File: src/pps_pkg.sv
package pps_pkg;

  // Field and state widths.
  localparam int IN_W   = 32;
  localparam int GAIN_W = 32;
  localparam int ERR_W  = IN_W + 1;
  localparam int DER_W  = ERR_W + 1;
  localparam int FRAC_W = 16;
  localparam int INT_W  = 50;
  localparam int X_W    = INT_W + 1;

  // Accumulator of the serial multiply: holds floor(sum / 2^GAIN_W) with headroom.
  localparam int MAC_W  = 54;

  // Leaky integral window and the radix-4 divider built around it.
  localparam int LEAK_WINDOW = 10;
  localparam int REM_W       = $clog2(LEAK_WINDOW + 1);
  localparam int T_W         = REM_W + 2;
  localparam int DIV_W       = X_W + (X_W % 2);
  localparam int DIV_STEPS   = DIV_W / 2;
  localparam int DCNT_W      = $clog2(DIV_STEPS);

  // Serial multiply: operand-sum precompute steps, then one gain bit per cycle.
  localparam int PREP_STEPS = 4;
  localparam int MAC_STEPS  = PREP_STEPS + GAIN_W;
  localparam int MCNT_W     = $clog2(MAC_STEPS);

  // Configuration register indexes.
  localparam int CFG_IDX_W = 8;
  localparam logic [CFG_IDX_W-1:0] REG_KP  = 8'd0;
  localparam logic [CFG_IDX_W-1:0] REG_KI  = 8'd1;
  localparam logic [CFG_IDX_W-1:0] REG_KD  = 8'd2;
  localparam logic [CFG_IDX_W-1:0] REG_POL = 8'd3;

  localparam logic signed [IN_W-1:0] DRIVE_MAX = 32'sh7FFF_FFFF;
  localparam logic signed [IN_W-1:0] DRIVE_MIN = 32'sh8000_0000;

  typedef struct packed {
    logic busy;
    logic done;
  } unit_stat_t;

endpackage

File: src/pps_if.sv
interface pps_sample_if;
  logic                            valid;
  logic                            ready;
  logic signed [pps_pkg::IN_W-1:0] setpoint;
  logic signed [pps_pkg::IN_W-1:0] position;
  logic                            restart;

  modport source (output valid, setpoint, position, restart, input ready);
  modport sink   (input valid, setpoint, position, restart, output ready);
endinterface

interface pps_result_if;
  logic                            valid;
  logic                            ready;
  logic signed [pps_pkg::IN_W-1:0] drive;
  logic                            saturated;

  modport source (output valid, drive, saturated, input ready);
  modport sink   (input valid, drive, saturated, output ready);
endinterface

interface pps_cfg_if;
  logic                                 valid;
  logic                                 ready;
  logic [pps_pkg::CFG_IDX_W-1:0]        index;
  logic [pps_pkg::GAIN_W-1:0]           data;

  modport source (output valid, index, data, input ready);
  modport sink   (input valid, index, data, output ready);
endinterface

File: src/pps_div10.sv
module pps_div10 (
  input  logic                              clk,
  input  logic                              rst,
  input  logic                              start,
  input  logic signed [pps_pkg::X_W-1:0]    dividend,
  output logic signed [pps_pkg::X_W-1:0]    quot,
  output pps_pkg::unit_stat_t               stat
);

  localparam logic [pps_pkg::T_W-1:0] W1 = pps_pkg::T_W'(pps_pkg::LEAK_WINDOW);
  localparam logic [pps_pkg::T_W-1:0] W2 = pps_pkg::T_W'(2 * pps_pkg::LEAK_WINDOW);
  localparam logic [pps_pkg::T_W-1:0] W3 = pps_pkg::T_W'(3 * pps_pkg::LEAK_WINDOW);
  localparam logic [pps_pkg::DCNT_W-1:0] LAST = pps_pkg::DCNT_W'(pps_pkg::DIV_STEPS - 1);

  logic                              busy;
  logic                              fin;
  logic                              done;
  logic [pps_pkg::DCNT_W-1:0]        cnt;
  logic [pps_pkg::DIV_W-1:0]         sh;
  logic [pps_pkg::REM_W-1:0]         rem;
  logic                              neg;
  logic [pps_pkg::X_W-1:0]           mag;
  logic [pps_pkg::T_W-1:0]           t;
  logic [1:0]                        digit;
  logic [pps_pkg::T_W-1:0]           t_sub;

  assign mag = dividend[pps_pkg::X_W-1] ? (~dividend + 1'b1) : dividend;

  // Two dividend bits enter the partial remainder each cycle; the quotient digit
  // is found by comparing against one, two and three times the divisor.
  assign t = {rem, sh[pps_pkg::DIV_W-1 -: 2]};

  always_comb begin
    if (t >= W3) begin
      digit = 2'd3;
      t_sub = t - W3;
    end else if (t >= W2) begin
      digit = 2'd2;
      t_sub = t - W2;
    end else if (t >= W1) begin
      digit = 2'd1;
      t_sub = t - W1;
    end else begin
      digit = 2'd0;
      t_sub = t;
    end
  end

  always_ff @(posedge clk) begin
    if (rst) begin
      busy <= 1'b0;
      fin  <= 1'b0;
      done <= 1'b0;
    end else begin
      done <= 1'b0;
      if (start) begin
        busy <= 1'b1;
      end else if (busy) begin
        if (cnt == LAST) begin
          busy <= 1'b0;
          fin  <= 1'b1;
        end
      end else if (fin) begin
        fin  <= 1'b0;
        done <= 1'b1;
      end
    end
  end

  always_ff @(posedge clk) begin
    if (start) begin
      sh  <= pps_pkg::DIV_W'(mag);
      rem <= '0;
      cnt <= '0;
      neg <= dividend[pps_pkg::X_W-1];
    end else if (busy) begin
      sh  <= {sh[pps_pkg::DIV_W-3:0], digit};
      rem <= t_sub[pps_pkg::REM_W-1:0];
      cnt <= cnt + 1'b1;
    end else if (fin) begin
      // Truncation toward zero: divide the magnitude, then restore the sign.
      quot <= neg ? -$signed(sh[pps_pkg::X_W-1:0]) : $signed(sh[pps_pkg::X_W-1:0]);
    end
  end

  assign stat.busy = busy | fin;
  assign stat.done = done;

endmodule

File: src/pps_mac.sv
module pps_mac (
  input  logic                                clk,
  input  logic                                rst,
  input  logic                                start,
  input  logic signed [pps_pkg::GAIN_W-1:0]   kp,
  input  logic signed [pps_pkg::GAIN_W-1:0]   kd,
  input  logic signed [pps_pkg::GAIN_W-1:0]   ki,
  input  logic signed [pps_pkg::MAC_W-1:0]    opa,
  input  logic signed [pps_pkg::MAC_W-1:0]    opb,
  input  logic signed [pps_pkg::MAC_W-1:0]    opc,
  output logic signed [pps_pkg::MAC_W-1:0]    acc,
  output logic                                sticky,
  output pps_pkg::unit_stat_t                 stat
);

  localparam logic [pps_pkg::MCNT_W-1:0] PREP_END = pps_pkg::MCNT_W'(pps_pkg::PREP_STEPS);
  localparam logic [pps_pkg::MCNT_W-1:0] LAST     = pps_pkg::MCNT_W'(pps_pkg::MAC_STEPS - 1);

  logic                              busy;
  logic                              done;
  logic [pps_pkg::MCNT_W-1:0]        cnt;
  logic [pps_pkg::GAIN_W-1:0]        gp;
  logic [pps_pkg::GAIN_W-1:0]        gd;
  logic [pps_pkg::GAIN_W-1:0]        gi;
  logic signed [pps_pkg::MAC_W-1:0]  c_a;
  logic signed [pps_pkg::MAC_W-1:0]  c_b;
  logic signed [pps_pkg::MAC_W-1:0]  c_c;
  logic signed [pps_pkg::MAC_W-1:0]  c_ab;
  logic signed [pps_pkg::MAC_W-1:0]  c_ac;
  logic signed [pps_pkg::MAC_W-1:0]  c_bc;
  logic signed [pps_pkg::MAC_W-1:0]  c_abc;
  logic signed [pps_pkg::MAC_W-1:0]  add_x;
  logic signed [pps_pkg::MAC_W-1:0]  add_y;
  logic signed [pps_pkg::MAC_W-1:0]  add_s;
  logic signed [pps_pkg::MAC_W-1:0]  pick;
  logic signed [pps_pkg::MAC_W-1:0]  step_s;
  logic                              in_prep;
  logic                              last_bit;

  assign in_prep  = (cnt < PREP_END);
  assign last_bit = (cnt == LAST);

  // One shared adder builds the sums of operand pairs and of all three.
  always_comb begin
    case (cnt[1:0])
      2'd0: begin
        add_x = c_a;
        add_y = c_b;
      end
      2'd1: begin
        add_x = c_a;
        add_y = c_c;
      end
      2'd2: begin
        add_x = c_b;
        add_y = c_c;
      end
      default: begin
        add_x = c_ab;
        add_y = c_c;
      end
    endcase
  end
  assign add_s = add_x + add_y;

  always_comb begin
    case ({gi[0], gd[0], gp[0]})
      3'b001:  pick = c_a;
      3'b010:  pick = c_b;
      3'b011:  pick = c_ab;
      3'b100:  pick = c_c;
      3'b101:  pick = c_ac;
      3'b110:  pick = c_bc;
      3'b111:  pick = c_abc;
      default: pick = '0;
    endcase
  end

  // The top gain bit carries negative weight in two's complement.
  assign step_s = last_bit ? (acc - pick) : (acc + pick);

  always_ff @(posedge clk) begin
    if (rst) begin
      busy <= 1'b0;
      done <= 1'b0;
    end else begin
      done <= 1'b0;
      if (start) begin
        busy <= 1'b1;
      end else if (busy && last_bit) begin
        busy <= 1'b0;
        done <= 1'b1;
      end
    end
  end

  always_ff @(posedge clk) begin
    if (start) begin
      c_a    <= opa;
      c_b    <= opb;
      c_c    <= opc;
      gp     <= kp;
      gd     <= kd;
      gi     <= ki;
      acc    <= '0;
      sticky <= 1'b0;
      cnt    <= '0;
    end else if (busy) begin
      cnt <= cnt + 1'b1;
      if (in_prep) begin
        case (cnt[1:0])
          2'd0:    c_ab  <= add_s;
          2'd1:    c_ac  <= add_s;
          2'd2:    c_bc  <= add_s;
          default: c_abc <= add_s;
        endcase
      end else begin
        // Bits shifted out are the fraction below 2^-32; only whether any was set matters.
        acc    <= step_s >>> 1;
        sticky <= sticky | step_s[0];
        gp     <= gp >> 1;
        gd     <= gd >> 1;
        gi     <= gi >> 1;
      end
    end
  end

  assign stat.busy = busy;
  assign stat.done = done;

endmodule

File: src/pid_position_step.sv
// Channel   Dir  Payload                                  Transfer when
// sample    in   setpoint[31:0], position[31:0], restart  valid && ready
// result    out  drive[31:0], saturated                   valid && ready
// cfg       in   index[7:0], data[31:0]                   valid && ready (ready is always high)
//
// One item at a time: a normal result passes through dividend set-up, a radix-4 divide by the
// leak window in 26 steps plus start, sign and hand-off, the integral update, a bit-serial
// multiply of operand-sum set-up steps and 32 gain bits, and the output load; the next sample
// can transfer only after that load. A restart result skips straight to the output load.
// rst is synchronous and active high; it clears the gains, the integral and the previous error
// and sets polarity to 1. A stalled result holds the engine only once the next result is ready
// to be written.
module pid_position_step (
  input  logic          clk,
  input  logic          rst,
  pps_sample_if.sink    sample,
  pps_result_if.source  result,
  pps_cfg_if.sink       cfg
);

  typedef enum logic [5:0] {
    ST_IDLE = 6'b000001,
    ST_PREP = 6'b000010,
    ST_DIV  = 6'b000100,
    ST_UPD  = 6'b001000,
    ST_MAC  = 6'b010000,
    ST_FIN  = 6'b100000
  } state_t;

  state_t                                 state;
  logic signed [pps_pkg::GAIN_W-1:0]      kp_gain;
  logic signed [pps_pkg::GAIN_W-1:0]      ki_gain;
  logic signed [pps_pkg::GAIN_W-1:0]      kd_gain;
  logic                                   polarity;
  logic signed [pps_pkg::INT_W-1:0]       integ;
  logic signed [pps_pkg::ERR_W-1:0]       last_err;
  logic signed [pps_pkg::ERR_W-1:0]       err;
  logic signed [pps_pkg::DER_W-1:0]       deriv;
  logic signed [pps_pkg::X_W-1:0]         xdiv;
  logic                                   clr;
  logic                                   div_start;
  logic                                   mac_start;
  logic                                   res_valid;
  logic signed [pps_pkg::IN_W-1:0]        res_drive;
  logic                                   res_sat;

  logic signed [pps_pkg::X_W-1:0]         delta;
  logic signed [pps_pkg::MAC_W-1:0]       acc;
  logic                                   sticky;
  pps_pkg::unit_stat_t                    div_st;
  pps_pkg::unit_stat_t                    mac_st;
  logic signed [pps_pkg::MAC_W-1:0]       opa;
  logic signed [pps_pkg::MAC_W-1:0]       opb;
  logic signed [pps_pkg::MAC_W-1:0]       opc;
  logic signed [pps_pkg::X_W-1:0]         integ_sum;
  logic signed [pps_pkg::MAC_W-1:0]       q;
  logic                                   hi_ones;
  logic                                   hi_zeros;
  logic signed [pps_pkg::IN_W-1:0]        drive_val;
  logic                                   sat_val;
  logic                                   accept;
  logic                                   fin_load;

  assign cfg.ready    = 1'b1;
  assign sample.ready = (state == ST_IDLE);
  assign accept       = sample.valid && sample.ready;
  assign fin_load     = (state == ST_FIN) && (!res_valid || result.ready);

  assign result.valid     = res_valid;
  assign result.drive     = res_drive;
  assign result.saturated = res_sat;

  always_ff @(posedge clk) begin
    if (rst) begin
      kp_gain  <= '0;
      ki_gain  <= '0;
      kd_gain  <= '0;
      polarity <= 1'b1;
    end else if (cfg.valid && cfg.ready) begin
      case (cfg.index)
        pps_pkg::REG_KP:  kp_gain  <= cfg.data;
        pps_pkg::REG_KI:  ki_gain  <= cfg.data;
        pps_pkg::REG_KD:  kd_gain  <= cfg.data;
        pps_pkg::REG_POL: polarity <= cfg.data[0];
        default: ;
      endcase
    end
  end

  // Error and derivative carry 16 fraction bits into the multiply; the integral has them.
  assign opa = {{(pps_pkg::MAC_W - pps_pkg::ERR_W - pps_pkg::FRAC_W){err[pps_pkg::ERR_W-1]}},
                err, {pps_pkg::FRAC_W{1'b0}}};
  assign opb = {{(pps_pkg::MAC_W - pps_pkg::DER_W - pps_pkg::FRAC_W){deriv[pps_pkg::DER_W-1]}},
                deriv, {pps_pkg::FRAC_W{1'b0}}};
  assign opc = {{(pps_pkg::MAC_W - pps_pkg::INT_W){integ[pps_pkg::INT_W-1]}}, integ};

  assign integ_sum = {integ[pps_pkg::INT_W-1], integ} + delta;

  pps_div10 u_div (
    .clk      (clk),
    .rst      (rst),
    .start    (div_start),
    .dividend (xdiv),
    .quot     (delta),
    .stat     (div_st)
  );

  pps_mac u_mac (
    .clk    (clk),
    .rst    (rst),
    .start  (mac_start),
    .kp     (kp_gain),
    .kd     (kd_gain),
    .ki     (ki_gain),
    .opa    (opa),
    .opb    (opb),
    .opc    (opc),
    .acc    (acc),
    .sticky (sticky),
    .stat   (mac_st)
  );

  // Negating before the floor: -floor-of-negated equals ~acc plus one unless fraction bits
  // were shifted out.
  assign q = polarity ? acc : (~acc + {{(pps_pkg::MAC_W-1){1'b0}}, ~sticky});

  assign hi_ones  = &q[pps_pkg::MAC_W-1:pps_pkg::IN_W-1];
  assign hi_zeros = ~|q[pps_pkg::MAC_W-1:pps_pkg::IN_W-1];

  always_comb begin
    if (clr) begin
      drive_val = '0;
      sat_val   = 1'b0;
    end else if (q[pps_pkg::MAC_W-1] && !hi_ones) begin
      drive_val = pps_pkg::DRIVE_MIN;
      sat_val   = 1'b1;
    end else if (!q[pps_pkg::MAC_W-1] && !hi_zeros) begin
      drive_val = pps_pkg::DRIVE_MAX;
      sat_val   = 1'b1;
    end else begin
      drive_val = q[pps_pkg::IN_W-1:0];
      sat_val   = 1'b0;
    end
  end

  always_ff @(posedge clk) begin
    if (rst) begin
      state     <= ST_IDLE;
      integ     <= '0;
      last_err  <= '0;
      div_start <= 1'b0;
      mac_start <= 1'b0;
      res_valid <= 1'b0;
    end else begin
      div_start <= 1'b0;
      mac_start <= 1'b0;
      if (fin_load) begin
        res_valid <= 1'b1;
      end else if (result.ready) begin
        res_valid <= 1'b0;
      end
      case (state)
        ST_IDLE: begin
          if (accept) begin
            if (sample.restart) begin
              integ    <= '0;
              last_err <= '0;
              state    <= ST_FIN;
            end else begin
              state <= ST_PREP;
            end
          end
        end
        ST_PREP: begin
          div_start <= 1'b1;
          state     <= ST_DIV;
        end
        ST_DIV: begin
          if (div_st.done) begin
            state <= ST_UPD;
          end
        end
        ST_UPD: begin
          integ     <= integ_sum[pps_pkg::INT_W-1:0];
          last_err  <= err;
          mac_start <= 1'b1;
          state     <= ST_MAC;
        end
        ST_MAC: begin
          if (mac_st.done) begin
            state <= ST_FIN;
          end
        end
        ST_FIN: begin
          if (fin_load) begin
            state <= ST_IDLE;
          end
        end
        default: state <= ST_IDLE;
      endcase
    end
  end

  always_ff @(posedge clk) begin
    if (accept) begin
      clr <= sample.restart;
      err <= {sample.setpoint[pps_pkg::IN_W-1], sample.setpoint}
           - {sample.position[pps_pkg::IN_W-1], sample.position};
    end
    if (state == ST_PREP) begin
      deriv <= {err[pps_pkg::ERR_W-1], err} - {last_err[pps_pkg::ERR_W-1], last_err};
      xdiv  <= {{(pps_pkg::X_W - pps_pkg::ERR_W - pps_pkg::FRAC_W){err[pps_pkg::ERR_W-1]}},
                err, {pps_pkg::FRAC_W{1'b0}}}
             - {integ[pps_pkg::INT_W-1], integ};
    end
    if (fin_load) begin
      res_drive <= drive_val;
      res_sat   <= sat_val;
    end
  end

  a_ready_idle: assert property (@(posedge clk) disable iff (rst)
    sample.ready |-> (!div_st.busy && !mac_st.busy))
    else $error("input ready while an arithmetic unit is busy");

  a_restart_clears: assert property (@(posedge clk) disable iff (rst)
    (accept && sample.restart) |=> (integ == '0 && last_err == '0))
    else $error("restart did not clear the controller state");

  a_sat_limit: assert property (@(posedge clk) disable iff (rst)
    (res_valid && res_sat) |-> (res_drive == pps_pkg::DRIVE_MAX
                                || res_drive == pps_pkg::DRIVE_MIN))
    else $error("saturation flagged on a drive that is not at a limit");

  a_div_done_state: assert property (@(posedge clk) disable iff (rst)
    div_st.done |-> (state == ST_DIV))
    else $error("divider finished outside the divide phase");

  a_mac_done_state: assert property (@(posedge clk) disable iff (rst)
    mac_st.done |-> (state == ST_MAC))
    else $error("multiply finished outside the multiply phase");

endmodule
File: src/flat_wrapper.sv
// flat-port wrapper written by rule: the top's interface ports become plain ports
module pid_position_step_flat 
  (clk, rst, sample_valid, sample_setpoint, sample_position, sample_restart, sample_ready, result_valid, result_drive, result_saturated, result_ready, cfg_valid, cfg_index, cfg_data, cfg_ready);
  pps_sample_if sample_i ();
  pps_result_if result_i ();
  pps_cfg_if cfg_i ();
  input  logic clk;
  input  logic rst;
  input wire logic [$bits(sample_i.valid)-1:0] sample_valid;
  input wire logic [$bits(sample_i.setpoint)-1:0] sample_setpoint;
  input wire logic [$bits(sample_i.position)-1:0] sample_position;
  input wire logic [$bits(sample_i.restart)-1:0] sample_restart;
  output wire logic [$bits(sample_i.ready)-1:0] sample_ready;
  output wire logic [$bits(result_i.valid)-1:0] result_valid;
  output wire logic [$bits(result_i.drive)-1:0] result_drive;
  output wire logic [$bits(result_i.saturated)-1:0] result_saturated;
  input wire logic [$bits(result_i.ready)-1:0] result_ready;
  input wire logic [$bits(cfg_i.valid)-1:0] cfg_valid;
  input wire logic [$bits(cfg_i.index)-1:0] cfg_index;
  input wire logic [$bits(cfg_i.data)-1:0] cfg_data;
  output wire logic [$bits(cfg_i.ready)-1:0] cfg_ready;
  assign sample_i.valid = sample_valid;
  assign sample_i.setpoint = sample_setpoint;
  assign sample_i.position = sample_position;
  assign sample_i.restart = sample_restart;
  assign sample_ready = sample_i.ready;
  assign result_valid = result_i.valid;
  assign result_drive = result_i.drive;
  assign result_saturated = result_i.saturated;
  assign result_i.ready = result_ready;
  assign cfg_i.valid = cfg_valid;
  assign cfg_i.index = cfg_index;
  assign cfg_i.data = cfg_data;
  assign cfg_ready = cfg_i.ready;
  pid_position_step u_core (.clk(clk), .rst(rst), .sample(sample_i), .result(result_i), .cfg(cfg_i));
endmodule
File: config.mk
export PLATFORM = sky130hd
export DESIGN_NAME = pid_position_step_flat
export DESIGN_NICKNAME = d
export VERILOG_FILES = /design/src/pps_pkg.sv /design/src/pps_if.sv /design/src/pps_div10.sv /design/src/pps_mac.sv /design/src/pid_position_step.sv /design/src/flat_wrapper.sv
export SDC_FILE = /design/constraint.sdc
export NUM_CORES = 2
export LEC_CHECK = 0
export BUFFER_PORTS_ARGS = -buffer_cell sky130_fd_sc_hd__clkbuf_2
export CORE_UTILIZATION = 55
export CTS_CLUSTER_DIAMETER = 30
export DETAILED_ROUTE_END_ITERATION = 7
export GPL_ROUTABILITY_DRIVEN = 0
export PLACE_DENSITY_LB_ADDON = 0.25
export SLEW_MARGIN = 10
export SYNTH_ARGS = -nofsm -noshare
export SYNTH_HDL_FRONTEND = slang
export SYNTH_SLANG_ARGS = --single-unit
export TNS_END_PERCENT = 10
File: constraint.sdc
create_clock -name clk -period 6.7 [get_ports clk]
set_clock_uncertainty 0.05 [all_clocks]
set_input_delay 1.005 -clock clk [delete_from_list [all_inputs] [get_ports clk]]
set_output_delay 1.005 -clock clk [all_outputs]
set_load 0.02 [all_outputs]
==> metrics.md <==
| Metric | Value |
|---|---|
| CTS H-tree depth | `4` |
| Die area | `around 0.1 mm²` |
| Sequential area share after synthesis | `0.478` |
| Final setup viols | `0` |
| Fin crit period | `between 6 and 7 ns` |
| Share of cells above drive strength 1 | `0.142` |
| Hold Path Stages | `0` |
| # rows | `~110` |
| Max Buffers Root-to-Sink | `3` |
| Pleak | `~24 nW` |
| Min-delay worst type | `reg2reg` |
| Clk root buf | `clkbuf_16` |
| Synth cell types | `93` |
| Count leader, synth | `edfxtp_1` |
| Final #Nets | `just under 6000` |
| Asr flop ratio synth | `0` |
| Unrepaired setup endpoints after global routing | `false` |
| GRT overflow | `0` |
| Synth top area cells | `edfxtp_1, dfxtp_1, ha_1` |
| First-pass GRT wire length | `between 200 and 250 mm` |
| Synth top area share | `0.380` |
| Startpoint types | `flop` |
| Syn nets | `~5700` |
| Wire per inst | `21.5 µm` |
| #FFs+latches synth | `947` |
| Clk sinks | `947` |
| Initial core utilization | `0.557` |
| Setup TNS | `0 ns` |
| Synth Instances | `~5300` |
| Failing checks | `design-rule violations` |
| Predominant post-synthesis flop cell | `edfxtp_1` |
| Largest net degree at the start of global routing | `80` |
| Cell taking the most area after synthesis | `edfxtp_1` |
| Number of global-route vias before repair | `a little over 40000` |
| Final antenna-violating net count | `0` |
| Die X | `about 320 µm` |
| Core ar. | `a little under 0.1 mm²` |
| Post-synth top cells | `edfxtp_1, nand2_1, a21oi_1` |
| Crit path required time | `about 7.3 ns` |
| Worst-Margin Slew | `between 1 and 1.5 ns` |
| Worst-path clk slew | `approximately 0.050 ns` |
| Io pins | `roughly 150` |
| Setup slack, reg-to-reg | `0.45 ns` |
| Tot GR Track Use | `0.298` |
| Final Hold Viols | `0` |
| Post-CTS Setup Repair Bufs | `0` |
| CTS tree | `yes` |
| Slew headroom | `0.176` |
| Residual DRC count | `26` |
| Peak Freq | `between 150 and 200 MHz` |
| Worst-case hold slack | `0.330 ns` |
| Post-synth EDFFs | `between 600 and 700` |
| CP max FO | `36` |
| CP Class | `reg2reg` |
| Power Dens Cells | `around 300 mW/mm²` |
| Die Y | `around 320 µm` |
| Worst Min Path Start | `u_core.deriv[28]$_DFFE_PP_` |
| Mapped cell area | `approximately 0.054 mm²` |
| CP Data Arrival Time | `between 6 and 7 ns` |
| First drt pass iteration count | `8` |
| Vias | `between 40000 and 50000` |
| CTS buffer count | `200` |
| DR vias/cell | `6.14` |
| Status | `complete, but fails checks` |
| Max Cap Viol | `0` |
| IO buf count | `~140` |
| Max VDD drop | `about 0.22 mV` |
| Reg2reg start | `u_core.u_mac.gd[0]$_DFFE_PP_` |
| Routed WL | `between 100 and 150 mm` |
| Initial antenna violation count | `3` |
| Hold Crit Endpoint | `u_core.u_mac.c_b[44]$_DFFE_PP_` |
| Slew Limit Fails | `0` |
| DP HPWL | `about 110 mm` |
| CP Capture Type | `flop` |
| Skew-Pair Late Insertion Delay | `~0.8 ns` |
| R2R depth | `22` |
| Period Utilization, post-route | `0.932` |
| Synth warn | `0` |
| Synth-to-layout area growth | `16.3%` |
| Worst r2r dst | `u_core.u_mac.acc[52]$_SDFFE_PP0P_` |
| Syn_area_per_cell | `roughly 10 µm²` |
| Starting DRC count in detailed routing | `~4300` |
==> power breakdown <==
group	leakage [nW]	total (mW)	internal [mW]	switching (mW)
logic	12.3	2.08	0.826	1.25
clock network	3.28	9.80	6.28	3.52
registers	8.41	6.89	6.62	0.271
==> cells in the final DEF (no fill, tap or decap), drive strengths merged, types with 42 or more instances in the layout <==
cell type and count:
a21o 144, a21oi 522, a22oi 119, and2 53, buf 61, clkbuf 366
clkinv 76, dfxtp 264, edfxtp 683, ha 273, inv 243, mux2 169
mux2i 65, nand2 567, nand2b 45, nand3 70, nand4 45, nor2 383
nor2b 63, nor3 75, o21a 42, o21ai 258, o31ai 46, xnor2 261
xor2 167
==> how the worst max path moves through the flow <==
stage / from / to / slack, ns / depth (start not counted)
floorplan: u_core.mac_start$_SDFF_PP0_ / u_core.u_mac.gd[0]$_DFFE_PP_ / 0.84 / 3
global placement: u_core.u_mac.gd[0]$_DFFE_PP_ / u_core.u_mac.acc[52]$_SDFFE_PP0P_ / 0.70 / 21
detailed placement: u_core.u_mac.gd[0]$_DFFE_PP_ / u_core.u_mac.acc[52]$_SDFFE_PP0P_ / 0.65 / 21
CTS: u_core.u_mac.gd[0]$_DFFE_PP_ / u_core.u_mac.acc[52]$_SDFFE_PP0P_ / 0.57 / 21
global route: u_core.u_mac.gd[0]$_DFFE_PP_ / u_core.u_mac.acc[49]$_SDFFE_PP0P_ / 0.07 / 19
finish: u_core.u_mac.gd[0]$_DFFE_PP_ / u_core.u_mac.acc[52]$_SDFFE_PP0P_ / 0.45 / 22
==> sequential cells by signal, summed over array words and instances, names as in the netlist, 32 cells and up <==
register / flops
u_core.err: 33
u_core.u_mac.c_ab: 54
u_core.u_div.quot: 50
u_core.u_mac.c_a: 33
u_core.last_err: 33
u_core.u_div.sh: 52
u_core.kd_gain: 32
u_core.xdiv: 51
u_core.u_mac.acc: 53
u_core.kp_gain: 32
u_core.u_mac.c_abc: 54
u_core.integ: 50
u_core.u_mac.gp: 32
u_core.u_mac.gd: 32
u_core.result.drive: 32
u_core.u_mac.c_c: 50
u_core.deriv: 34
u_core.u_mac.c_b: 34
u_core.u_mac.c_ac: 54
u_core.u_mac.c_bc: 54
u_core.u_mac.gi: 32
u_core.ki_gain: 32
==> critical path, cell delays in order, from the launching register on <==
cell,delay (ns)
edfxtp_1,0.54
buf_12,0.27
and3b_1,0.50
a32o_1,0.34
nor3_1,0.36
nand4_1,0.24
or3_1,0.46
nand2b_4,0.20
o21ai_0,0.27
xor2_1,0.25
ha_1,0.34
a21oi_1,0.21
o21ai_0,0.15
a211o_1,0.29
nand2_1,0.09
o211ai_1,0.12
a2111oi_0,0.40
buf_4,0.21
o211ai_1,0.13
a31o_2,0.26
nor4_1,0.24
a41oi_1,0.08
nand4bb_1,0.14
==> routing by layer <==
layer / GRT usage / vias up / wire length [µm]
met4: 0.167 / 0 / 8530
met1: 0.379 / 20289 / 60600
li1: - / 20019 / -
met5: 0 / - / 0
met2: 0.475 / 1933 / 68000
met3: 0.0594 / 458 / 12400
==> final cells by class <==
| cell class | instances | area [µm²] |
|---|---|---|
| well taps | 1276 | 1600 |
| diodes | 3 | 7.51 |
| clock inverters | 157 | 1720 |
| inverters | 206 | 777 |
| clock buffers | 223 | 5160 |
| flip-flops and latches | 947 | 25800 |
| repair buffers | 204 | 1200 |
| fillers | 7587 | 34200 |
| multi-input cells | 3937 | 26500 |
==> cell families (layout without fill, tap and decap cells) <==
| kind of cell | Yosys count | after routing | synth area share |
|---|---|---|---|
| compound gates | 1469 | 1469 | 0.173 |
| xor+xnor | 428 | 428 | 0.0694 |
| fa+ha+maj | 278 | 278 | 0.0651 |
| buf+inv | 449 | 790 | 0.0321 |
| flops | 947 | 947 | 0.478 |
| mux | 240 | 240 | 0.0498 |
| other cells | 1 | 4 | 0.0000694 |
| simple gates | 1521 | 1521 | 0.133 |
==> through the flow <==
step                utilization  setup WS, ns  std cells  power, mW  cell area, µm²
finish                    0.648         0.455       6953       18.8           62800
global route              0.648        0.0747       6951       19.4           62800
CTS                       0.648         0.566       6950       18.8           62800
detailed placement        0.577         0.651       6570       9.02           55900
global placement          0.577         0.703       6570       8.99           55900
floorplan                     -         0.844       5333       8.41           54000
==> what timing repair did <==
action	4_1_cts	5_1_grt
hold endpoints to repair	0	0
hold buffers	0	0
gates resized for setup	0	1
setup endpoints to repair	0	1
No activity file was read; power rests on OpenSTA's default activity.
